--- config.mk ---
export PLATFORM = sky130hd
export DESIGN_NAME = supercover_line_tile_marker_core
export DESIGN_NICKNAME = d
export VERILOG_FILES = /design/src/rtl/core/sltm_pkg.sv /design/src/rtl/core/supercover_line_tile_marker_core.sv /design/src/rtl/core/sltm_ctrl.sv /design/src/rtl/core/sltm_dp.sv
export SDC_FILE = /design/constraint.sdc
export NUM_CORES = 1
export LEC_CHECK = 0
export ABC_AREA = 0
export BUFFER_PORTS_ARGS = -buffer_cell sky130_fd_sc_hd__buf_4
export CAP_MARGIN = 10
export CELL_PAD_IN_SITES_DETAIL_PLACEMENT = 1
export CELL_PAD_IN_SITES_GLOBAL_PLACEMENT = 2
export CORE_ASPECT_RATIO = 1.75
export CORE_MARGIN = 2
export CORE_UTILIZATION = 40
export CTS_CLUSTER_SIZE = 14
export DETAILED_ROUTE_END_ITERATION = 8
export GPL_TIMING_DRIVEN = 0
export PLACE_DENSITY_LB_ADDON = 0.1
export SLEW_MARGIN = 30
export SYNTH_ARGS = -nofsm -noshare
export SYNTH_HDL_FRONTEND = slang
export SYNTH_SLANG_ARGS = --single-unit
--- constraint.sdc ---
create_clock -name clk -period 9.6 [get_ports clk]
set_input_delay 0.48 -clock clk [delete_from_list [all_inputs] [get_ports clk]]
set_output_delay 0.48 -clock clk [all_outputs]
set_load 0.02 [all_outputs]
--- src/rtl/core/sltm_pkg.sv ---
`timescale 1ns / 1ps

package sltm_pkg;

  localparam int PIX_W    = 7;
  localparam int MAP_ROWS = 16;
  localparam int MAP_COLS = 16;
  localparam int ROW_W    = 4;
  localparam int STEP_W   = 8;
  localparam int DIFF_W   = 17;
  localparam int KIND_W   = 2;

  localparam int TILE_PIXELS_DEF   = 8;
  localparam int SCREEN_PIXELS_DEF = 128;

  typedef enum logic [KIND_W-1:0] {
    KIND_CLEAR = 2'd0,
    KIND_LINE  = 2'd1,
    KIND_READ  = 2'd2,
    KIND_NONE  = 2'd3
  } kind_t;

  typedef enum logic [1:0] {
    ST_IDLE,
    ST_WALK,
    ST_DONE
  } state_t;

  typedef struct packed {
    logic start;   // item accepted this cycle
    logic step;    // advance the walk by one pixel
    logic finish;  // move result into the output register
  } cmd_t;

  typedef struct packed {
    logic walk_done;
  } status_t;

  // one-hot tile index of a pixel coordinate, zero when past the last tile
  function automatic logic [MAP_COLS-1:0] tile_hot(input logic [PIX_W-1:0] p,
                                                   input int unsigned tile_px);
    logic [MAP_COLS-1:0] hot;
    int unsigned lo;
    hot = '0;
    for (int c = 0; c < MAP_COLS; c++) begin
      lo = c * tile_px;
      hot[c] = (32'(p) >= lo) && (32'(p) < lo + tile_px);
    end
    return hot;
  endfunction

endpackage

--- src/rtl/core/supercover_line_tile_marker_core.sv ---
`timescale 1ns / 1ps

// Dirty-tile bitmap over a square screen of SCREEN_PIXELS pixels cut into
// TILE_PIXELS tiles (16 x 16 tile bits). An item either clears the bitmap,
// marks every tile touched by the supercover line between two pixels, or
// reads one tile row; each item gives exactly one result. The block works on
// one item at a time. A clear, read or unused kind goes from acceptance
// straight to the done state; a line first passes through the walk state.
// In the done state the result is loaded into the output register once that
// register is free or being emptied. The line walker advances one pixel
// per cycle, and a line on a 128-pixel screen takes at most 253 steps. The
// next item is accepted in the cycle after a result enters the output
// register, even if that result has not been taken yet.
module supercover_line_tile_marker_core #(
  parameter int TILE_PIXELS   = sltm_pkg::TILE_PIXELS_DEF,
  parameter int SCREEN_PIXELS = sltm_pkg::SCREEN_PIXELS_DEF
) (
  input  logic                          clk,
  input  logic                          rst,
  input  logic                          in_valid,
  output logic                          in_ready,
  input  logic [sltm_pkg::KIND_W-1:0]   kind,
  input  logic [sltm_pkg::PIX_W-1:0]    start_x,
  input  logic [sltm_pkg::PIX_W-1:0]    start_y,
  input  logic [sltm_pkg::PIX_W-1:0]    end_x,
  input  logic [sltm_pkg::PIX_W-1:0]    end_y,
  input  logic [sltm_pkg::ROW_W-1:0]    row_select,
  output logic                          out_valid,
  input  logic                          out_ready,
  output logic [sltm_pkg::MAP_COLS-1:0] row_bits,
  output logic [sltm_pkg::STEP_W-1:0]   steps_taken
);
  import sltm_pkg::*;

  cmd_t    cmd;
  status_t status;

  sltm_ctrl u_ctrl (
    .clk       (clk),
    .rst       (rst),
    .in_valid  (in_valid),
    .in_ready  (in_ready),
    .kind      (kind),
    .out_valid (out_valid),
    .out_ready (out_ready),
    .cmd       (cmd),
    .status    (status)
  );

  sltm_dp #(
    .TILE_PIXELS   (TILE_PIXELS),
    .SCREEN_PIXELS (SCREEN_PIXELS)
  ) u_dp (
    .clk         (clk),
    .rst         (rst),
    .cmd         (cmd),
    .status      (status),
    .kind        (kind),
    .start_x     (start_x),
    .start_y     (start_y),
    .end_x       (end_x),
    .end_y       (end_y),
    .row_select  (row_select),
    .row_bits    (row_bits),
    .steps_taken (steps_taken)
  );

  // one item in flight: nothing new is taken right after an acceptance
  a_one_in_flight: assert property (@(posedge clk) disable iff (rst)
    (in_valid && in_ready) |=> !in_ready)
    else $error("item accepted while previous item in flight");

  // a line walk never exceeds the screen span
  a_step_bound: assert property (@(posedge clk) disable iff (rst)
    out_valid |-> (steps_taken <= STEP_W'(254)))
    else $error("step count out of range");

  // a result carries either row bits or a step count, never both
  a_one_kind: assert property (@(posedge clk) disable iff (rst)
    out_valid |-> (row_bits == '0 || steps_taken == '0))
    else $error("result mixes read bits and step count");

  // walking only happens with no item being taken and no result being loaded
  a_walk_excl: assert property (@(posedge clk) disable iff (rst)
    cmd.step |-> !in_ready && !cmd.finish)
    else $error("walk step overlaps acceptance or result load");

endmodule

--- src/rtl/core/sltm_ctrl.sv ---
`timescale 1ns / 1ps

module sltm_ctrl (
  input  logic                        clk,
  input  logic                        rst,
  input  logic                        in_valid,
  output logic                        in_ready,
  input  logic [sltm_pkg::KIND_W-1:0] kind,
  output logic                        out_valid,
  input  logic                        out_ready,
  output sltm_pkg::cmd_t              cmd,
  input  sltm_pkg::status_t           status
);
  import sltm_pkg::*;

  state_t state, state_next;
  logic   out_valid_next;

  always_ff @(posedge clk) begin
    if (rst) begin
      state     <= ST_IDLE;
      out_valid <= 1'b0;
    end else begin
      state     <= state_next;
      out_valid <= out_valid_next;
    end
  end

  always_comb begin
    state_next     = state;
    cmd            = '0;
    in_ready       = 1'b0;
    out_valid_next = out_valid && !out_ready;
    unique case (state)
      ST_IDLE: begin
        in_ready = 1'b1;
        if (in_valid) begin
          cmd.start  = 1'b1;
          state_next = (kind_t'(kind) == KIND_LINE) ? ST_WALK : ST_DONE;
        end
      end
      ST_WALK: begin
        if (status.walk_done) begin
          state_next = ST_DONE;
        end else begin
          cmd.step = 1'b1;
        end
      end
      ST_DONE: begin
        // output register is free or being emptied this cycle
        if (!out_valid || out_ready) begin
          cmd.finish     = 1'b1;
          out_valid_next = 1'b1;
          state_next     = ST_IDLE;
        end
      end
      default: state_next = ST_IDLE;
    endcase
  end

endmodule

--- src/rtl/core/sltm_dp.sv ---
`timescale 1ns / 1ps

module sltm_dp #(
  parameter int TILE_PIXELS   = sltm_pkg::TILE_PIXELS_DEF,
  parameter int SCREEN_PIXELS = sltm_pkg::SCREEN_PIXELS_DEF
) (
  input  logic                         clk,
  input  logic                         rst,
  input  sltm_pkg::cmd_t               cmd,
  output sltm_pkg::status_t            status,
  input  logic [sltm_pkg::KIND_W-1:0]  kind,
  input  logic [sltm_pkg::PIX_W-1:0]   start_x,
  input  logic [sltm_pkg::PIX_W-1:0]   start_y,
  input  logic [sltm_pkg::PIX_W-1:0]   end_x,
  input  logic [sltm_pkg::PIX_W-1:0]   end_y,
  input  logic [sltm_pkg::ROW_W-1:0]   row_select,
  output logic [sltm_pkg::MAP_COLS-1:0] row_bits,
  output logic [sltm_pkg::STEP_W-1:0]  steps_taken
);
  import sltm_pkg::*;

  logic [MAP_COLS-1:0] dirty [MAP_ROWS];

  logic [PIX_W-1:0]         px, py, nx, ny, ix, iy;
  logic                     sx_neg, sy_neg;
  logic signed [DIFF_W-1:0] d;
  logic [STEP_W-1:0]        steps;
  logic [MAP_COLS-1:0]      res_bits;

  logic [PIX_W-1:0]         px_next, py_next, nx_in, ny_in;
  logic                     move_x, move_y;
  logic signed [DIFF_W-1:0] d_next, two_nx, two_ny;
  logic [PIX_W-1:0]         mark_x, mark_y;
  logic                     mark_en, on_screen;
  logic [MAP_COLS-1:0]      col_hot;
  logic [MAP_ROWS-1:0]      row_hot;
  kind_t                    kind_in;

  assign kind_in = kind_t'(kind);
  assign nx_in   = (end_x >= start_x) ? end_x - start_x : start_x - end_x;
  assign ny_in   = (end_y >= start_y) ? end_y - start_y : start_y - end_y;

  assign status.walk_done = (ix == nx) && (iy == ny);

  // d tracks (1+2ix)*ny - (1+2iy)*nx
  assign two_nx = DIFF_W'({nx, 1'b0});
  assign two_ny = DIFF_W'({ny, 1'b0});
  assign move_x = (d <= 0);
  assign move_y = (d >= 0);

  always_comb begin
    px_next = px;
    py_next = py;
    d_next  = d;
    if (move_x) begin
      px_next = sx_neg ? px - PIX_W'(1) : px + PIX_W'(1);
      d_next  = d_next + two_ny;
    end
    if (move_y) begin
      py_next = sy_neg ? py - PIX_W'(1) : py + PIX_W'(1);
      d_next  = d_next - two_nx;
    end
  end

  // start pixel is marked when the item is taken, later pixels as they are reached
  assign mark_x    = cmd.start ? start_x : px_next;
  assign mark_y    = cmd.start ? start_y : py_next;
  assign mark_en   = (cmd.start && kind_in == KIND_LINE) || cmd.step;
  assign on_screen = (32'(mark_x) < 32'(SCREEN_PIXELS)) && (32'(mark_y) < 32'(SCREEN_PIXELS));
  assign col_hot   = tile_hot(mark_x, TILE_PIXELS);
  assign row_hot   = tile_hot(mark_y, TILE_PIXELS);

  always_ff @(posedge clk) begin
    if (rst) begin
      for (int r = 0; r < MAP_ROWS; r++) begin
        dirty[r] <= '0;
      end
    end else if (cmd.start && kind_in == KIND_CLEAR) begin
      for (int r = 0; r < MAP_ROWS; r++) begin
        dirty[r] <= '0;
      end
    end else if (mark_en && on_screen) begin
      for (int r = 0; r < MAP_ROWS; r++) begin
        if (row_hot[r]) begin
          dirty[r] <= dirty[r] | col_hot;
        end
      end
    end
  end

  always_ff @(posedge clk) begin
    if (cmd.start) begin
      px       <= start_x;
      py       <= start_y;
      nx       <= (kind_in == KIND_LINE) ? nx_in : '0;
      ny       <= (kind_in == KIND_LINE) ? ny_in : '0;
      sx_neg   <= !(end_x > start_x);
      sy_neg   <= !(end_y > start_y);
      ix       <= '0;
      iy       <= '0;
      d        <= DIFF_W'(ny_in) - DIFF_W'(nx_in);
      steps    <= '0;
      res_bits <= (kind_in == KIND_READ) ? dirty[row_select] : '0;
    end else if (cmd.step) begin
      px    <= px_next;
      py    <= py_next;
      d     <= d_next;
      steps <= steps + STEP_W'(1);
      if (move_x) begin
        ix <= ix + PIX_W'(1);
      end
      if (move_y) begin
        iy <= iy + PIX_W'(1);
      end
    end
  end

  always_ff @(posedge clk) begin
    if (cmd.finish) begin
      row_bits    <= res_bits;
      steps_taken <= steps;
    end
  end

endmodule
## After elaboration in Yosys (flattened, before gate mapping)

Memories as Yosys holds them, arrays and structs flattened. A register that Yosys moved wholly into a read port is not among the register bits.
Index checks and enable logic that the tools add are counted.

- $add $sub $neg: 14
- Magnitude comparators: 66
- Equal/unequal tests: 9
- Muxes and demuxes: 147
- Bitwise gates (word level): 48
- Reductions and logical operators: 45

Operators by type and width:

| cell | number |
|---|---|
| $mux W16 | 32 |
| $or A16 B16 Y16 | 16 |
| $ge A7 B7 Y1 const B | 16 |
| $lt A7 B7 Y1 const B | 16 |
| $mux W1 | 94 |
| $mux W7 | 12 |
| $mux W17 | 4 |
| $ge A7 B6 Y1 const B | 8 |
| $lt A7 B6 Y1 const B | 8 |
| $logic_and A1 B1 Y1 | 32 |
| $or A1 B1 Y1 | 32 |
| $add A7 B1 Y7 const B | 4 |
| $ge A7 B5 Y1 const B | 4 |
| $lt A7 B5 Y1 const B | 4 |
| $sub A7 B7 Y7 | 4 |
| $add A17 B9 Y17 | 1 |
| $ge A17 B1 Y1 const B | 1 |
| $le A17 B1 Y1 const B | 1 |
| $sub A17 B9 Y17 | 1 |
| $eq A7 B7 Y1 | 2 |
| $ge A7 B4 Y1 const B | 2 |
| $ge A7 B7 Y1 | 2 |
| $gt A7 B7 Y1 | 2 |
| $lt A7 B4 Y1 const B | 2 |
| 15 further kinds | 29 |

- Register bits after elaboration: 96
- Bits in writable memories: 256
- Bits of input ports: 38
- Output and inout port bits: 26
- Word-level logic and storage cells: 344
- Memories kept: 1

Memory list:

| name | depth | width | rd ports | clocked after Yosys merged registers in | write ports | RTL line | text |
|---|---|---|---|---|---|---|---|
| u_dp.dirty | 16 | 16 | 17 | 1 | 16 | sltm_dp.sv:22 | `logic [MAP_COLS-1:0] dirty [MAP_ROWS];` |

## Logic depth before layout (Yosys ltp)

Gate-level depths: netlist (run 1).

- Word-level depth: 12
- Mapped depth: 17
- Gate-level depth less buffers: 17

## Modules after synthesis

A second synthesis (run 1) with hierarchy kept.

- Cell total of the unflattened synthesis: 1509
- Area, all modules: 19770.2 um^2

Modules (own cells, without submodules):

| module | instances | cells an instance | area each (um^2) | sequential area each (um^2) |
|---|---|---|---|---|
| sltm_dp | 1 | 1489 | 19601.3 | 10580.1 |
| sltm_ctrl | 1 | 20 | 168.9 | 60.1 |

## Worst setup path before layout (run 1)

Ideal clock, no wire load.

- Kind: reg2reg
- Start point: register u_dp.sy_neg
- End point: memory u_dp.dirty[3][0] (enable)
- Setup time: 0.411 ns
- Arrival time: 3.371 ns
- Required time: 9.189 ns
- Slack: 5.818 ns
- Stages on the path, launching flop included: 10
- Path buffers: 1
- Clock period less this slack: 3.782 ns
- Path through: edfxtp_1 -> inv_1 -> fa_1 -> nand2b_1 -> a21o_1 -> a211oi_1 -> xor2_1 -> o211ai_2 -> buf_2 -> o21ai_0

RTL lines:

| element | RTL line | text |
|---|---|---|
| start, declared | sltm_dp.sv:25 | `logic sx_neg, sy_neg;` |
| start signal, assigned | sltm_dp.sv:98 | `sy_neg <= !(end_y > start_y);` |
| end, declared | sltm_dp.sv:22 |  |

## Worst setup path in the final report (run 1)

- Start point: register u_dp.d[12]
- End point: register u_dp.d[11], data pin

- Word-level cells in the longest chain between the ends: 6
- Elaborated cells between the ends (all ways): 7
- Classes of those cells: add/sub (1); order compare (2); mux (4)

Ends and longest elaborated chain:

| element | RTL line | text |
|---|---|---|
| start, declared | sltm_dp.sv:26 | `logic signed [DIFF_W-1:0] d;` |
| start signal, assigned | sltm_dp.sv:101 | `d <= DIFF_W'(ny_in) - DIFF_W'(nx_in);` |
| start signal, assigned | sltm_dp.sv:107 | `d <= d_next;` |
| $le A17 B1 Y1 | sltm_dp.sv:48 | `assign move_x = (d <= 0);` |
| $mux W17 | sltm_dp.sv:55 | `if (move_x) begin` |
| $sub A17 B9 Y17 | sltm_dp.sv:61 | `d_next = d_next - two_nx;` |
| $mux W17 (*) | sltm_dp.sv:59 | `if (move_y) begin` |
| $mux W17 (*) | sltm_dp.sv:104 | `end else if (cmd.step) begin` |
| $mux W17 (*) | sltm_dp.sv:92 | `if (cmd.start) begin` |

Mark *: on every way between the ends. The rest lies on a longest branch, timed or not. The select of a mux whose other input is x is not followed.
A chain may end at the register's enable or synchronous reset.

==> flow_summary_export.csv, run 1 <==
group,metric,value,unit
timing,finClkSkew,0.0349,ns
yosys,synth_edf_count,327,
placement,port_buffers,59,
final_layout,finalNonFillerCells,2287,
yosys,syn_area,0.0197,mm^2
placement,dp_worst_setup_slack,4.76,ns
yosys,yosys_most_used_dff,"edfxtp_1",
yosys,synth_warnings,0,
yosys,async_reset_ff_share,0,%
routing,via_per_inst,5.70,
run,maxCapViolCount,0,
setup_path,worstSetupPathType,"flop to flop",
power,vdd_drop_max,0.000184,V
setup_path,crit_path_max_fanout,10,
clocking,insertion_delay,0.56,ns
routing,first_iter_violations,684,
clocking,cts.sinks,368,
timing,rsz0062_at_grt,"no",
grt,grt_pass1_vias,14298,
die,dieArea,0.0511,mm^2
clocking,cts-resized-gates,0,
timing,maxSlewViolCount,0,
setup_path,worstPathRequired,9.87,ns
yosys,synth.area.top_cells,"edfxtp_1, o21a_1, mux4_2",
yosys,synthCells,1491,
setup_path,crit_path_end_kind,"flop",
die,coreArea,0.0487,mm^2
timing,setup_slack,5.00,ns
power,p_leak,8.32,nW
final_layout,fin_area,0.0227,mm^2
final_layout,nets,1711,
clocking,clkTransAtPathRegs,0.07,ns
placement,hpwlAfterDp,47500,um
final_layout,drive_gt1_share,20.8,%
power,power,4.72,mW
clocking,tritoncts,"done",
grt,grt_max_degree,31,
yosys,yosysUniqueCellTypes,81,
yosys,yosys-top-cells-count,"edfxtp_1, o21a_1, nor2_1, mux4_2, inv_1",
grt,track_usage,25.3,%
final_layout,area_growth,15.1,%
clocking,ctsHoldBuffers,0,
timing,tightestPinTransition,0.908,ns
timing,setup_violations,0,
power,cellPowerDensity,208,mW/mm^2
timing,fin_crit,4.60,ns
timing,slew_headroom,39.2,%
routing,antenna_left,0,
timing,fmax,217,MHz
yosys,ys_seq_elements,368,
yosys,synth_top_area_share,49.8,%
final_layout,post-route-util,46.5,%
routing,drc,0,
min_path,hold_path.class,"input port to flop",
routing,vias,13034,
die,ios,64,
yosys,syn_avg_cell_area,13.2,um^2
routing,wl_per_cell,27.6,um
routing,wl,63100,um
clocking,post_cts_buffers,0,
yosys,synth_top_area_cell,"edfxtp_1",
timing,final.period_utilization,47.9,%
run_status,status,"completed",
timing,hold_ws,0.143,ns
die,start_util,40.4,%
timing,finalSetupTns,0,ns
yosys,yosysMostFrequentCell,"edfxtp_1",
yosys,ys_seq_area_share,54.0,%
grt,antenna_found_initial,0,
timing,hold_viol,0,
die,fp.dieW,172,um
routing,drt_pass1_iterations,5,
setup_path,critPathLaunchType,"flop",
clocking,ctsRootBufferMaster,"clkbuf_16",
die,row_count,107,
clocking,cts-htree-levels,2,
die,die_h,298,um
clocking,cts_buffers,38,
placement,place_inst,2218,
placement,place_area,0.0215,mm^2
clocking,cts_max_path_buffers,3,
yosys,synth_nets,1598,
grt,grt_pass1_wl,94100,um
placement,gp_congestion,0.835,
setup_path,worst_ep_arrival_time,4.87,ns
final_layout,n_antenna_cell,0,
grt,grt_overflow_total,0,
==> cells in the final DEF (no fill, tap or decap), types with 34 or more instances in the layout <==
cell type,instances
mux4_2,80
clkbuf_16,38
ha_1,60
nor2_1,83
a21oi_1,41
edfxtp_1,327
dfxtp_1,41
inv_1,62
xnor2_1,34
o21a_1,244
xor2_1,38
buf_4,72
nand2_1,47
==> report_power, final <==
part	switching [mW]	total, mW	internal (mW)
clock network	0.670	1.49	0.820
logic	0.790	1.24	0.452
registers	0.0954	1.98	1.89
==> flip-flops by register name, indices dropped and copies added (netlist names) <==
register          cells
u_dp.sy_neg           1
u_dp.ny               7
u_dp.d               17
u_dp.steps_taken      8
u_dp.py               7
u_ctrl.state          2
u_dp.ix               7
u_dp.row_bits        16
u_dp.dirty          256
u_dp.sx_neg           1
u_dp.steps            8
u_dp.res_bits        16
u_dp.nx               7
u_dp.px               7
u_ctrl.out_valid      1
u_dp.iy               7
==> final timing paths <==
| path | slack (ns) | start | depth (start not counted) | end |
|---|---|---|---|---|
| worst max register to register | 5.00 | u_dp.d[12] | 15 | u_dp.d[11] |
| worst min-delay path | 0.14 | rst | 2 | u_ctrl.out_valid |
| worst min register to register | 0.42 | u_dp.res_bits[1] | 0 | u_dp.row_bits[1] |
| worst max-delay path | 5.00 | u_dp.d[12] | 15 | u_dp.d[11] |
==> metal layers <==
metal	vias to the layer above	GRT usage (%)	routed length, um
met5	-	0	0
met4	0	13.3	3870
met3	122	2.21	1580
met2	244	49.0	35700
met1	6729	26.3	21900
li1	5939	-	-
==> cell type report <==
type	count	area, um^2
buffer	73	368
inverter	65	244
tap	654	818
timing repair buffer	73	758
clock buffer	47	1020
fill	5009	26100
multi-input combinational	985	8630
clock inverter	22	195
sequential	368	10600
==> cells by family (layout without fill, tap and decap cells) <==
logic type / Yosys count / after routing / synth area share, %
simple gates: 307 / 307 / 8.83
fa+ha+maj: 69 / 69 / 4.72
flops: 368 / 368 / 54.0
buf+inv: 138 / 280 / 3.04
xor+xnor: 72 / 72 / 3.20
compound gates: 437 / 437 / 16.0
mux: 100 / 100 / 10.2
==> worst max-delay path: stages, from the launching register on <==
cell and delay [ns]:
edfxtp_1 0.48, nor3_1 0.73, a21oi_2 0.19, buf_4 0.27
clkbuf_1 0.36, mux2i_1 0.21, ha_1 0.25, fa_1 0.41
nand2b_1 0.19, a21oi_1 0.22, o21ai_0 0.12, nand2b_1 0.12
a21boi_0 0.19, a41oi_1 0.31, xor2_1 0.18, o21ai_0 0.09
(Power assumes the default switching activity.)
==> inputs of run 2 (changes only) <==
==> constraint.sdc (replaced) <==
create_clock -name clk -period 3.75 [get_ports clk]
set_input_delay 0.1875 -clock clk [delete_from_list [all_inputs] [get_ports clk]]
set_output_delay 0.1875 -clock clk [all_outputs]
set_load 0.02 [all_outputs]
==> run 2 against run 1 <==
Compared with the run above:
- clock skew up 0.0029 ns
- sequential power grew to 2.6 times the previous value
- worst hold slack got worse by 0.12 ns
- highest routed layer unchanged
- critical path type unchanged
==> flow_summary_export.csv, run 2 (synthesized netlist as in run 1, its figures left out) <==
group,metric,value,unit
timing,maxSlewViolCount,0,
clocking,cts_max_path_buffers,3,
clocking,insertion_delay,0.57,ns
clocking,clkTransAtPathRegs,0.07,ns
routing,wl_per_cell,27.4,um
die,fp.dieW,172,um
placement,place_inst,2218,
routing,first_iter_violations,796,
clocking,tritoncts,"done",
power,power,12.5,mW
setup_path,cp_top_family,"compound AO/OA/AOI/OAI gates",
run_status,status,"completed",
setup_path,cp_slowest_cell,"edfxtp_1",
timing,fin_crit,3.66,ns
routing,wl,63900,um
timing,fmax,273,MHz
final_layout,final_common_cell,"edfxtp_1",
placement,gp_congestion,0.835,
timing,finClkSkew,0.0378,ns
clocking,cts_buffers,38,
min_path,hold_path.class,"input port to flop",
final_layout,n_fill_cell,4961,
clocking,cts-htree-levels,2,
setup_path,crit_chain,"buf_6 -> nor4_4 -> and4_4 -> a21oi_4 -> buf_6 -> buf_4 -> buf_4 -> mux2_2 -> ha_1 -> o21ai_2 -> a21oi_4 -> o21ai_1 -> nand2b_1 -> a21boi_4 -> a41oi_2 -> xor2_1 -> o21ai_0",
power,p_leak,8.63,nW
die,dieArea,0.0511,mm^2
grt,grt_max_degree,31,
routing,via_per_inst,5.69,
final_layout,nets,1759,
die,start_util,40.4,%
power,cellPowerDensity,534,mW/mm^2
timing,rsz0062_at_grt,"yes",
timing,tightestPinTransition,0.916,ns
timing,slew_headroom,38.9,%
die,coreArea,0.0487,mm^2
timing,final.period_utilization,97.6,%
placement,hpwlAfterDp,47500,um
final_layout,area_growth,18.9,%
final_layout,finalNonFillerCells,2335,
clocking,ctsRootBufferMaster,"clkbuf_16",
clocking,cts.sinks,368,
setup_path,cp.buffers_inverters,4,
timing,setup_violations,0,
timing,finalSetupTns,0,ns
grt,track_usage,25.5,%
die,die_h,298,um
routing,antenna_left,0,
routing,vias,13277,
grt,grt_overflow_total,0,
final_layout,drive_gt1_share,25.1,%
run,maxCapViolCount,0,
setup_path,worstSetupPathType,"flop to flop",
final_layout,final-seq-area,0.0106,mm^2
routing,drc,0,
setup_path,worst_ep_arrival_time,3.93,ns
final_layout,largest_reg_flops,256,
timing,hold_viol,0,
power,vdd_drop_max,0.000470,V
setup_path,cp_slowest_stage_delay,0.42,ns
placement,port_buffers,59,
final_layout,n_antenna_cell,0,
final_layout,largest-register,"u_dp.dirty",
grt,grt_pass1_wl,94800,um
final_layout,layout_common_cells,"edfxtp_1, o21a_1, buf_4, mux4_2, nor2_1",
setup_path,critPathLaunchType,"flop",
setup_path,crit_path_end_kind,"flop",
setup_path,crit_path_max_fanout,3,
final_layout,reg.largest.list,"u_dp.dirty (256), u_dp.d (17)",
routing,drt_pass1_iterations,5,
grt,antenna_found_initial,0,
die,row_count,107,
die,ios,64,
setup_path,worstPathRequired,4.02,ns
grt,grt_pass1_vias,14453,
final_layout,multiInputGateArea,0.00889,mm^2
run 2: where the power goes:
group	switching, mW	internal [mW]
clock network	1.71	2.10
registers	0.245	4.84
logic	2.21	1.41
total	4.16	8.35
run 2: what timing repair did:
action,in CTS,in global routing
hold endpoints to repair,3,0
resized for setup,26,50
pin swaps,11,27
buffers inserted,14,31
endpoints found under the setup margin,104,346
hold buffers,4,0
run 2: path summary, 6_finish.rpt:
| path | cells after the start | to | startpoint | slack (ns) |
|---|---|---|---|---|
| setup / recovery | 17 | u_dp.d[11] | u_dp.d[1] | 0.09 |
| hold / removal | 3 | u_dp.px[0] | start_x[0] | 0.02 |
| setup reg to reg | 17 | u_dp.d[11] | u_dp.d[1] | 0.09 |
| hold reg to reg | 0 | u_dp.row_bits[1] | u_dp.res_bits[1] | 0.42 |
run 2: final cells by class:
class,instances,area share (%)
buffer,73,1.71
sequential,368,45.4
inverter,65,1.04
clock buffer,47,4.37
tap,654,3.49
clock inverter,22,0.833
timing repair buffer,121,5.21
multi-input combinational,985,37.9
run 2: metal layers:
layer	part of all wire, %	GRT usage, %
met5	0	0
met4	6.3	13.3
met3	2.5	2.18
met2	56	49.4
met1	35	26.5
run 2: through the flow:
step / setup WS [ns] / utilization, % / instance area [um^2] / hold WS, ns
6_report: 0.0888 / 48.1 / 23400 / 0.0223
5_1_grt: -0.0421 / 48.1 / 23400 / 0.0272
4_1_cts: 0.000365 / 47.1 / 23000 / 0.0146
3_5_place_dp: -0.918 / 44.0 / 21500 / 0.405
3_3_place_gp: -1.94 / 43.0 / 21000 / 0.400
2_1_floorplan: -0.0325 / - / 19700 / 0.257
run 2: worst min-delay path: cells and delay by family:
| family | cells | cell delay [ns] |
|---|---|---|
| buf+inv | 1 | 0.10 |
| simple gates | 1 | 0.04 |
| compound gates | 1 | 0.10 |
==> inputs of run 3 (changes only) <==
==> constraint.sdc (replaced) <==
create_clock -name clk -period 4.5 [get_ports clk]
set_input_delay 0.225 -clock clk [delete_from_list [all_inputs] [get_ports clk]]
set_output_delay 0.225 -clock clk [all_outputs]
set_load 0.02 [all_outputs]
==> run 3 against run 2 <==
Compared with the run above:
- clock-buffer cell count unchanged
- critical path type unchanged
- routed wire length decreased by 1.6%
- maximum frequency decreased by 12%
- power decreased by 20%
==> flow_summary_export.csv, run 3 (synthesized netlist as in run 1, its figures left out) <==
group,metric,value,unit
placement,port_buffers,59,
routing,wl,62900,um
timing,finClkSkew,0.0343,ns
setup_path,cp_top_family,"simple AND/OR/NAND/NOR gates",
timing,setup_violations,0,
setup_path,worst_ep_arrival_time,4.45,ns
clocking,post_cts_buffers,0,
setup_path,worstSetupPathType,"flop to flop",
routing,vias,13059,
clocking,cts.sinks,368,
grt,grt_max_degree,31,
min_path,hold_path.class,"input port to flop",
grt,antenna_found_initial,0,
setup_path,cp_slowest_cell,"edfxtp_1",
routing,drc,0,
power,vdd_drop_max,0.000393,V
placement,hpwlAfterDp,47500,um
setup_path,critPathLaunchType,"flop",
final_layout,n_fill_cell,5010,
setup_path,cp_slowest_stage_delay,0.50,ns
final_layout,final_common_cell,"edfxtp_1",
run_status,status,"completed",
setup_path,crit_path_max_fanout,19,
final_layout,largest-register,"u_dp.dirty",
die,ios,64,
routing,first_iter_violations,707,
timing,rsz0062_at_grt,"no",
clocking,clkTransAtPathRegs,0.06,ns
timing,slew_headroom,39.5,%
timing,maxSlewViolCount,0,
setup_path,crit_path_end_kind,"flop",
grt,grt_pass1_vias,14314,
die,dieArea,0.0511,mm^2
die,row_count,107,
die,start_util,40.4,%
timing,hold_ws,0.0651,ns
timing,hold_viol,0,
placement,gp_congestion,0.835,
power,cellPowerDensity,442,mW/mm^2
die,die_h,298,um
final_layout,area_growth,15.3,%
die,fp.dieW,172,um
die,coreArea,0.0487,mm^2
clocking,cts_buffers,38,
setup_path,worstPathRequired,4.77,ns
final_layout,post-route-util,46.6,%
final_layout,n_antenna_cell,0,
clocking,insertion_delay,0.56,ns
setup_path,cp.buffers_inverters,1,
setup_path,r2r_slack,0.32,ns
grt,grt_overflow_total,0,
final_layout,largest_reg_flops,256,
clocking,cts-htree-levels,2,
routing,antenna_left,0,
run,maxCapViolCount,0,
final_layout,drive_gt1_share,20.8,%
timing,tightestPinTransition,0.904,ns
grt,track_usage,25.2,%
final_layout,layout_common_cells,"edfxtp_1, o21a_1, nor2_1, mux4_2, buf_4",
setup_path,crit_chain,"nor4_1 -> and4_1 -> a21oi_2 -> buf_4 -> mux2i_1 -> ha_1 -> fa_1 -> nand2b_1 -> a21oi_1 -> o21ai_0 -> nand2b_1 -> a21boi_0 -> a41oi_1 -> xor2_1 -> o21ai_0",
clocking,ctsRootBufferMaster,"clkbuf_16",
routing,via_per_inst,5.70,
timing,final.period_utilization,92.8,%
clocking,cts_max_path_buffers,3,
timing,fin_crit,4.18,ns
timing,fmax,239,MHz
power,p_leak,8.34,nW
routing,wl_per_cell,27.5,um
final_layout,reg.largest.list,"u_dp.dirty (256), u_dp.d (17)",
routing,drt_pass1_iterations,5,
final_layout,nets,1714,
clocking,tritoncts,"done",
grt,grt_pass1_wl,94000,um
run 3: cell types whose count changed in the layout (fill, tap and decap cells not counted), moves of 6 or more:
cell | previous run | this run
buf_4 | 107 | 72
nand2_1 | 41 | 47
buf_12 | 8 | 1
nor2_1 | 77 | 83
nor2_4 | 30 | 19
run 3: stage by stage:
| step | area [um^2] | TNS, ns | instances | total power, mW | setup slack (ns) |
|---|---|---|---|---|---|
| 6_report | 22700 | 0 | 2290 | 10.1 | 0.323 |
| 5_1_grt | 22700 | 0 | 2290 | 10.5 | 0.115 |
| 4_1_cts | 22700 | 0 | 2290 | 10.2 | 0.309 |
| 3_5_place_dp | 21500 | -0.308 | 2218 | 6.97 | -0.168 |
| 3_3_place_gp | 21000 | -212.79 | 2204 | 6.83 | -1.19 |
| 2_1_floorplan | 19700 | 0 | 1491 | 5.99 | 0.718 |
run 3: report_power, final:
part | internal (mW) | total, mW | switching [mW] | leakage (nW)
clock | 1.75 | 3.17 | 1.42 | 0.597
sequential | 4.03 | 4.24 | 0.205 | 3.69
combinational | 0.967 | 2.65 | 1.68 | 4.06
total | 6.75 | 10.1 | 3.31 | 8.34
run 3: layout make-up:
class,count,area (um^2),share of cell area [%]
plain buffers,72,364,1.60
clock buffers,47,1020,4.51
clock inverters,22,195,0.859
inverters,65,244,1.07
multi-input cells,985,8640,38.0
flip-flops and latches,368,10600,46.8
well taps,654,818,3.60
repair buffers,77,798,3.51
run 3: metal layers:
| metal | vias to the layer above | part of all wire, % | global-route usage (%) | wire (um) |
|---|---|---|---|---|
| met5 | - | 0 | 0 | 0 |
| met2 | 254 | 56 | 48.7 | 35400 |
| met3 | 126 | 2.5 | 2.21 | 1570 |
| met1 | 6736 | 35 | 26.3 | 21900 |
| met4 | 0 | 6.3 | 13.6 | 3980 |
| li1 | 5943 | - | - | - |
run 3: what timing repair did:
| item | CTS | global route |
|---|---|---|
| setup endpoints to repair | 2 | 0 |
| endpoints found under the hold margin | 3 | 0 |
| hold buffers | 4 | 0 |
| resized for setup | 1 | 0 |
run 3: final timing paths:
kind | to | startpoint | cells after the start
setup / recovery | u_dp.d[11] | u_dp.d[2] | 15
hold / removal | u_dp.py[2] | start_y[2] | 3
hold reg to reg | u_dp.row_bits[1] | u_dp.res_bits[1] | 0
setup reg to reg | u_dp.d[11] | u_dp.d[2] | 15
run 3: worst min-delay path, cell delays in order:
cell,delay [ns]
buf_4,0.10
nor2_1,0.04
a21oi_1,0.11
